<file path="src/hdl/brmc_pkg.sv">
// Shared types, constants and register codes for the balance robot motor controller.
`default_nettype none
package brmc_pkg;

  // Controller limits
  localparam int unsigned PWM_PERIOD     = 3600;
  localparam int unsigned OUTPUT_LIMIT   = 1500;
  localparam int unsigned INTEGRAL_LIMIT = 2000;
  localparam int unsigned FALL_ANGLE_DEG = 80;

  // ceil(2^32 / 5): exact floor(x / 5) as (x * RECIP5) >> 32 for x < 2^30
  localparam logic [31:0] RECIP5 = 32'd858993460;

  localparam int unsigned CFG_AW = 3;
  localparam int unsigned CFG_DW = 24;

  typedef enum logic [CFG_AW-1:0] {
    REG_BALANCE_OFFSET  = 3'd0,
    REG_UPRIGHT_KP      = 3'd1,
    REG_UPRIGHT_KD      = 3'd2,
    REG_SPEED_KP        = 3'd3,
    REG_SPEED_KI        = 3'd4,
    REG_TURN_KP         = 3'd5,
    REG_TURN_KD         = 3'd6,
    REG_DEADBAND_OFFSET = 3'd7
  } brmc_reg_e;

  typedef struct packed {
    logic signed [16:0] balance_offset;
    logic signed [23:0] upright_kp;
    logic signed [23:0] upright_kd;
    logic signed [23:0] speed_kp;
    logic signed [23:0] speed_ki;
    logic signed [23:0] turn_kp;
    logic signed [23:0] turn_kd;
    logic        [10:0] deadband_offset;
  } brmc_cfg_t;

  typedef struct packed {
    logic signed [16:0] pitch_angle;
    logic signed [15:0] pitch_rate;
    logic signed [15:0] yaw_rate;
    logic signed [15:0] left_count;
    logic signed [15:0] right_count;
    logic signed [15:0] speed_target;
    logic signed [15:0] turn_target;
  } brmc_in_t;

  typedef struct packed {
    logic signed [11:0] drive_left;
    logic signed [11:0] drive_right;
    logic        [11:0] compare_left;
    logic               release_left;
    logic               direction_left;
    logic        [11:0] compare_right;
    logic               release_right;
    logic               direction_right;
    logic               fallen;
  } brmc_out_t;

  // Handshake between the top level and the sequencer
  typedef struct packed {
    logic start;     // input transfer this cycle
    logic out_free;  // result register can load
  } brmc_ctl_t;

  typedef struct packed {
    logic ready;     // sequencer idle
    logic done;      // result loads this cycle
  } brmc_sts_t;

  typedef enum logic [3:0] {
    ST_IDLE,
    ST_UP_P,
    ST_UP_D,
    ST_UP_SUM,
    ST_F1,
    ST_S,
    ST_F2,
    ST_INT,
    ST_SKP,
    ST_SKI,
    ST_TURN,
    ST_MIX,
    ST_OUT
  } brmc_step_e;

endpackage
`default_nettype wire

</file>
<file path="src/hdl/brmc_cfg.sv">
// Configuration register file with write-only port.
`default_nettype none
module brmc_cfg import brmc_pkg::*; (
  input  wire logic              clk_i,
  input  wire logic              rst_ni,
  input  wire logic              cfg_we_i,
  input  wire logic [CFG_AW-1:0] cfg_idx_i,
  input  wire logic [CFG_DW-1:0] cfg_data_i,
  output brmc_cfg_t              cfg_o
);

  brmc_cfg_t cfg_q, cfg_d;

  always_comb begin
    cfg_d = cfg_q;
    if (cfg_we_i) begin
      case (brmc_reg_e'(cfg_idx_i))
        REG_BALANCE_OFFSET:  cfg_d.balance_offset  = cfg_data_i[16:0];
        REG_UPRIGHT_KP:      cfg_d.upright_kp      = cfg_data_i;
        REG_UPRIGHT_KD:      cfg_d.upright_kd      = cfg_data_i;
        REG_SPEED_KP:        cfg_d.speed_kp        = cfg_data_i;
        REG_SPEED_KI:        cfg_d.speed_ki        = cfg_data_i;
        REG_TURN_KP:         cfg_d.turn_kp         = cfg_data_i;
        REG_TURN_KD:         cfg_d.turn_kd         = cfg_data_i;
        REG_DEADBAND_OFFSET: cfg_d.deadband_offset = cfg_data_i[10:0];
        default:             cfg_d = cfg_q;
      endcase
    end
  end

  always_ff @(posedge clk_i or negedge rst_ni) begin
    if (!rst_ni) begin
      cfg_q.balance_offset  <= -17'sd461;
      cfg_q.upright_kp      <= 24'sd122880;
      cfg_q.upright_kd      <= -24'sd492;
      cfg_q.speed_kp        <= 24'sd32768;
      cfg_q.speed_ki        <= 24'sd164;
      cfg_q.turn_kp         <= -24'sd40960;
      cfg_q.turn_kd         <= 24'sd205;
      cfg_q.deadband_offset <= 11'd140;
    end else begin
      cfg_q <= cfg_d;
    end
  end

  assign cfg_o = cfg_q;

endmodule
`default_nettype wire

</file>
<file path="config.mk">
export PLATFORM = sky130hd
export DESIGN_NAME = brmc_cfg
export DESIGN_NICKNAME = d
export VERILOG_FILES = /design/src/hdl/brmc_pkg.sv /design/src/hdl/brmc_cfg.sv
export SDC_FILE = /design/constraint.sdc
export NUM_CORES = 1
export LEC_CHECK = 0
export BUFFER_PORTS_ARGS = -buffer_cell sky130_fd_sc_hd__clkbuf_2
export CAP_MARGIN = 20
export CORE_MARGIN = 3
export CORE_UTILIZATION = 45
export DETAILED_ROUTE_END_ITERATION = 6
export PLACE_DENSITY_LB_ADDON = 0.2
export SKIP_CTS_REPAIR_TIMING = 1
export SLEW_MARGIN = 20
export SYNTH_ARGS = -nofsm -noshare
export SYNTH_HDL_FRONTEND = slang
export SYNTH_SLANG_ARGS = --single-unit
</file>
<file path="constraint.sdc">
create_clock -name clk_i -period 0.8 [get_ports clk_i]
set_input_delay 0.04 -clock clk_i [delete_from_list [all_inputs] [get_ports clk_i]]
set_output_delay 0.04 -clock clk_i [all_outputs]
set_load 0.05 [all_outputs]
</file>
==> results of run 1 <==
==> logic make-up (layout without fill, tap and decap cells) <==
kind of cell	count (synthesis)	after routing	share of synthesized area, %
mux	172	172	30.0
flops	172	172	66.5
buf+inv	21	332	2.17
simple gates	8	8	1.31
==> worst min-delay path by stage <==
stage	startpoint	cells past startpoint	to	slack, ns
after floorplan	rst_ni	0	cfg_o[0]$_DFFE_PN0P_	-0.26
after global placement	rst_ni	1	cfg_o[105]$_DFFE_PN0P_	-0.09
after detailed placement	rst_ni	1	cfg_o[33]$_DFFE_PN0P_	-0.09
after CTS	rst_ni	1	cfg_o[33]$_DFFE_PN0P_	-0.55
after global routing	cfg_data_i[6]	2	cfg_o[161]$_DFFE_PN0P_	0.006
final	cfg_data_i[6]	2	cfg_o[161]$_DFFE_PN0P_	0.01
==> cell usage in the layout, fill, tap and decap left out, drive strengths merged <==
cell and n:
buf 251, bufinv 2, clkbuf 50, clkinv 6, clkinvlp 3, dfrtp 117
dfstp 55, dlygate4sd3 20, mux2 172, nand4 1, nand4b 3, nor4b 1
nor4bb 3
==> per-stage QoR <==
stage          hold slack, ns  cells  cell area [sq um]  utilization [%]
6_report               0.0123    864              11300             80.4
5_1_grt               0.00635    864              11300             80.4
4_1_cts                -0.551    787               9460             67.1
3_5_place_dp          -0.0911    755               8870             63.0
3_3_place_gp          -0.0903    755               8870             63.0
2_1_floorplan          -0.256    373               7020                -
==> where the power goes <==
part	total, uW	switching [uW]	leakage [uW]	internal (uW)
sequential	12900	1800	0.00196	11200
combinational	17000	9250	0.00303	7720
clock	8130	3380	0.000279	4750
==> layout make-up <==
cell class	instances	area (sq um)	share of cell area, %
multi-input combinational	180	2470	21.8
sequential	172	4390	38.8
timing repair buffer	300	3660	32.3
clock buffer	21	460	4.06
clock inverter	11	120	1.06
tap	180	225	1.99
==> metal layers <==
metal  vias to the layer above  part of all wire, %  GRT usage, %
met1                      2302                   42          28.2
met4                         0                  1.3          6.75
li1                       1920                    -             -
met5                         -                    0             0
met3                        20                  5.3          6.82
met2                       128                   52          32.1
==> summary.txt, run 1 <==
Outcome
  – Outcome: complete, but fails checks
  – Failing checks: negative setup slack

Floorplan
  – Die width: 127 um
  – Die ar.: 16100 sq um
  – Starting Density: between 40% and 50%
  – I/O Pins: between 200 and 250
  – Core footprint: 14100 sq um
  – Num rows: 43
  – Die H: 127 um

STA
  – Slew headroom: 83.8%
  – Part of the cycle the worst path needs: 149%
  – Post-Route Setup TNS: -50.30 ns
  – Tmin final: 1.19 ns
  – Max-slew violation count: 0
  – Final hold violations: 0
  – RSZ-0062 raised after global routing: true
  – Clk_skew: 0 ns
  – Slew @ Worst Pin: between 0.2 and 0.25 ns
  – # setup viols final: 237
  – F_max: 0.841 GHz
  – Post-route worst setup slack: -0.389 ns

Clock network
  – Max Root-Sink Buffers: 2
  – Worst-path clk slew: roughly 0.07 ns
  – Total CTS buffers: 17
  – Root Buffer Master: clkbuf_16
  – TritonCTS Sinks: around 170
  – H-tree Lvls: 4
  – Worst-skew pair later-pin latency: 0.42 ns
  – CTS tree: done

Finish
  – Area grow syn2layout: 72.3%
  – Share of post-route cells with drive strength above 1: between 80 and 90%
  – Nets: 701
  – Largest register FFs: 172
  – Fill cells: 704
  – Ant. Diodes: 0

Critical path
  – R2R Path End: cfg_o[153]$_DFFE_PN0P_
  – Crit path DAT: 1.15 ns
  – Crit-path max cell delay: 0.58 ns
  – CP bufs+invs: 1
  – Max Fanout on Critical Path: 2
  – Startpoint types: flip-flop
  – CP endpoint kind: output pin
  – CP top delay family: flip-flops
  – Reg2reg start: cfg_o[153]$_DFFE_PN0P_
  – Worst Setup EP: cfg_o[168]
  – Worst path depth: 1
  – R2R setup slack: -0.12 ns
  – CP required: between 0.7 and 0.8 ns
  – CP max-delay cell: dfstp_2
  – CP cell instances: buf_12
  – CP Class: flip-flop to output pin
  – R2R cell count: 2
  – Worst setup path start: cfg_o[168]$_DFFE_PN1P_

Synthesis
  – Synth top area share: 44.5%
  – Sequential share of the synthesized area: 66.5%
  – Top post-synthesis cells by count: 162 x mux2_2, 117 x dfrtp_1, 55 x dfstp_2
  – Top cells by area, synth: dfrtp_1 45%, mux2_2 28%, dfstp_2 22%
  – Primary FF master, synth: dfrtp_1
  – Unique masters post-synth: 12
  – Syn Nets: 403
  – Syn_area_per_cell: 17.6 sq um
  – Ys async rst share: 100%
  – Mapped Cells: 373
  – Ys Warns: 0
  – Count leader, synth: mux2_2
  – #FFs+latches synth: 172
  – Synth Cell Area: 6580 sq um
  – Top cell type by total area after synthesis: dfrtp_1
  – EDFF count, synth: 0

GRT
  – Grt ovf: 0
  – Initial antenna violation count: 0
  – Pin count of the biggest net entering global routing: 44
  – First-pass GRT wire length: approximately 26 mm
  – Vias in the first global route: 4249
  – Gr usage total: 20.8%

Detailed routing
  – Drt initial violations: 208
  – Remaining antenna violation count: 0
  – Total wire length: 19.5 mm
  – Via count: 4370
  – Drt drc: 0
  – First drt pass iteration count: 4
  – Avg Vias per Cell: 5.06
  – Wire per inst: 22.6 um

Placement
  – Pre-CTS WS: -0.655 ns
  – Port bufs: 201
  – Final HPWL DP: 11.3 mm
  – GPL Wtd Cong: 0.736

Pwr
  – PD cells: 3360 nW/um^2
  – P_leak: about 0.0053 uW
  – Power, Total: 38100 uW
  – VDD IR-drop max: 0.00231 V

Run
  – Max-cap violation count: 0

Min path
  – Hold WC Path Type: input port to flip-flop
No activity file was read; power rests on OpenSTA's default activity.
==> inputs of run 2 (changes only) <==
--- a/config.mk
+++ b/config.mk
@@ -5,14 +5,14 @@
 export SDC_FILE = /design/constraint.sdc
 export NUM_CORES = 1
 export LEC_CHECK = 0
-export BUFFER_PORTS_ARGS = -buffer_cell sky130_fd_sc_hd__clkbuf_2
+export BUFFER_PORTS_ARGS = -buffer_cell sky130_fd_sc_hd__buf_2
 export CAP_MARGIN = 20
 export CORE_MARGIN = 3
 export CORE_UTILIZATION = 45
 export DETAILED_ROUTE_END_ITERATION = 6
 export PLACE_DENSITY_LB_ADDON = 0.2
 export SKIP_CTS_REPAIR_TIMING = 1
-export SLEW_MARGIN = 20
+export SKIP_LAST_GASP = 1
 export SYNTH_ARGS = -nofsm -noshare
 export SYNTH_HDL_FRONTEND = slang
 export SYNTH_SLANG_ARGS = --single-unit
==> summary.txt, run 2 (synthesis results as in run 1) <==
Finish
  – Area grow syn2layout: 74.6%
  – Multi-input gate area: 2490 sq um (+0.91%)
  – Share of post-route cells with drive strength above 1: 81.9% (+0.28 points)
  – Fill cells: 676 (-4.0%)
  – Ant. Diodes: 0 (unchanged)
  – Nets: 717 (+2.3%)
  – Largest register FFs: 172 (unchanged)
  – Reg area: 4390 sq um (unchanged)
  – Most common cell after layout, fill and taps aside: buf_6
  – Final Non-Filler Cells: 880 (+1.9%)
  – Commonest non-fill, non-tap cells in the layout: 178 x buf_6, 113 x mux2_4, 100 x dfrtp_1, 59 x mux2_2, 55 x dfstp_2

Clock network
  – Total CTS buffers: 17 (unchanged)
  – Worst-skew pair later-pin latency: 0.42 ns (about the same)
  – Max Root-Sink Buffers: 2 (unchanged)
  – Worst-path clk slew: 0.06 ns (about the same)
  – H-tree Lvls: 4 (unchanged)
  – CTS tree: done
  – Root Buffer Master: clkbuf_16
  – TritonCTS Sinks: 172 (unchanged)

Critical path
  – CP Class: flip-flop to output pin
  – CP required: 0.76 ns (about the same)
  – CP top delay family: flip-flops
  – Max Fanout on Critical Path: 2 (unchanged)
  – Crit path DAT: 1.15 ns (about the same)
  – Startpoint types: flip-flop
  – CP cell instances: buf_8
  – CP max-delay cell: dfstp_2
  – CP bufs+invs: 1 (unchanged)
  – CP endpoint kind: output pin
  – Crit-path max cell delay: 0.57 ns (about the same)

STA
  – Tmin final: 1.19 ns (+0.000391 ns)
  – F_max: 0.841 GHz (about the same)
  – Part of the cycle the worst path needs: 149% (about the same)
  – # setup viols final: 277 (+17%)
  – Clk_skew: 0 ns (unchanged)
  – Final hold violations: 2 (+2)
  – Post-Route Setup TNS: -54.27 ns (-3.97 ns)
  – Slew @ Worst Pin: 0.281 ns (+0.0378 ns)
  – Slew headroom: 81.3% (-2.5 points)
  – Max-slew violation count: 0 (unchanged)
  – RSZ-0062 raised after global routing: true
  – Post-route worst setup slack: -0.390 ns (-0.000391 ns)
  – WHS: -0.00262 ns (-0.0150 ns)

Pwr
  – Net Switching: 14600 uW (+1.1%)
  – VDD IR-drop max: 0.00184 V (-20%)
  – Internal power: 24100 uW (+1.8%)
  – PD cells: 3370 nW/um^2 (+0.23%)
  – Logic pwr share: 43.6% (-1.0 points)
  – P_leak: 0.00539 uW (+2.3%)
  – Register share of total power: 33.6% (-0.4 points)
  – Switching Share: 37.8% (-0.16 points)
  – Clk pwr share: 22.8% (+1.4 points)
  – Power, Total: 38600 uW (+1.6%)

Floorplan
  – Die width: 127 um (unchanged)
  – Die H: 127 um (unchanged)
  – Die ar.: 16100 sq um (unchanged)
  – Starting Density: 46.7% (unchanged)
  – I/O Pins: 202 (unchanged)
  – Num rows: 43 (unchanged)
  – Core footprint: 14100 sq um (unchanged)

GRT
  – Pin count of the biggest net entering global routing: 53 (+20%)
  – Gr usage total: 20.9% (+0.021 points)
  – Initial antenna violation count: 0 (unchanged)
  – First-pass GRT wire length: 25.7 mm (+0.46%)
  – Vias in the first global route: 4391 (+3.3%)
  – Grt ovf: 0 (unchanged)

Placement
  – Pre-CTS WS: -0.635 ns (+0.0198 ns)
  – Dpl cells: 755 (unchanged)
  – Port bufs: 201 (unchanged)
  – GPL Wtd Cong: 0.794 (+7.9%)
  – Final HPWL DP: 11.4 mm (+1.1%)

Outcome
  – Failing checks: negative hold slack, negative setup slack
  – Outcome: complete, but fails checks

Detailed routing
  – Total wire length: 20.9 mm (+7.2%)
  – First drt pass iteration count: 4 (unchanged)
  – Drt initial violations: 262 (+26%)
  – Remaining antenna violation count: 0 (unchanged)
  – Avg Vias per Cell: 5.12 (+1.3%)
  – Drt drc: 0 (unchanged)
  – Via count: 4507 (+3.1%)
  – Wire per inst: 23.8 um (+5.3%)

Run
  – Max-cap violation count: 0 (unchanged)

Min path
  – Hold WC Path Type: input port to flip-flop
-- run 2: layer usage --
layer	GRT usage, %	share of wire, %	up-vias
met2	32.2	51	155
met1	28.4	41	2366
met5	0	0	-
met3	6.57	5.9	32
met4	6.62	2.1	0
li1	-	-	1954
-- run 2: final timing paths --
| check | slack (ns) | depth (start not counted) | start | to |
|---|---|---|---|---|
| hold / removal | -0.003 | 2 | cfg_data_i[6] | cfg_o[6]$_DFFE_PN0P_ |
| min in group asynchronous | 0.02 | 2 | rst_ni | cfg_o[154]$_DFFE_PN0P_ |
| hold reg to reg | 0.53 | 1 | cfg_o[29]$_DFFE_PN0P_ | cfg_o[29]$_DFFE_PN0P_ |
| setup reg to reg | -0.17 | 2 | cfg_o[75]$_DFFE_PN0P_ | cfg_o[75]$_DFFE_PN0P_ |
| setup / recovery | -0.39 | 1 | cfg_o[144]$_DFFE_PN1P_ | cfg_o[144] |
| max in group asynchronous | 0.20 | 3 | rst_ni | cfg_o[17]$_DFFE_PN1P_ |
-- run 2: worst reg2reg max path: stages (launching register included) --
cell     delay, ns
dfrtp_1       0.42
buf_4         0.15
mux2_4        0.27
-- run 2: area by class of cell --
class | instances | share of cell area, %
sequential | 172 | 38.3
timing repair buffer | 316 | 32.6
multi-input combinational | 180 | 21.7
clock buffer | 21 | 4.01
tap | 180 | 1.96
clock inverter | 11 | 1.44
-- run 2: stage by stage --
stage               util (%)  area, sq um
floorplan                  -         7020
global placement        59.6         8400
detailed placement      59.6         8400
CTS                     64.1         9030
global route            81.4        11500
finish                  81.4        11500
-- run 2: power groups by stage --
stage | Sequential [uW] | Clock, uW | Combinational (uW)
global placement | 12300 | 0 | 12300
global route | 13200 | 9220 | 17400
finish | 13000 | 8800 | 16900
CTS | 12200 | 8860 | 12500
floorplan | 19200 | 0 | 2490
detailed placement | 12400 | 0 | 12500
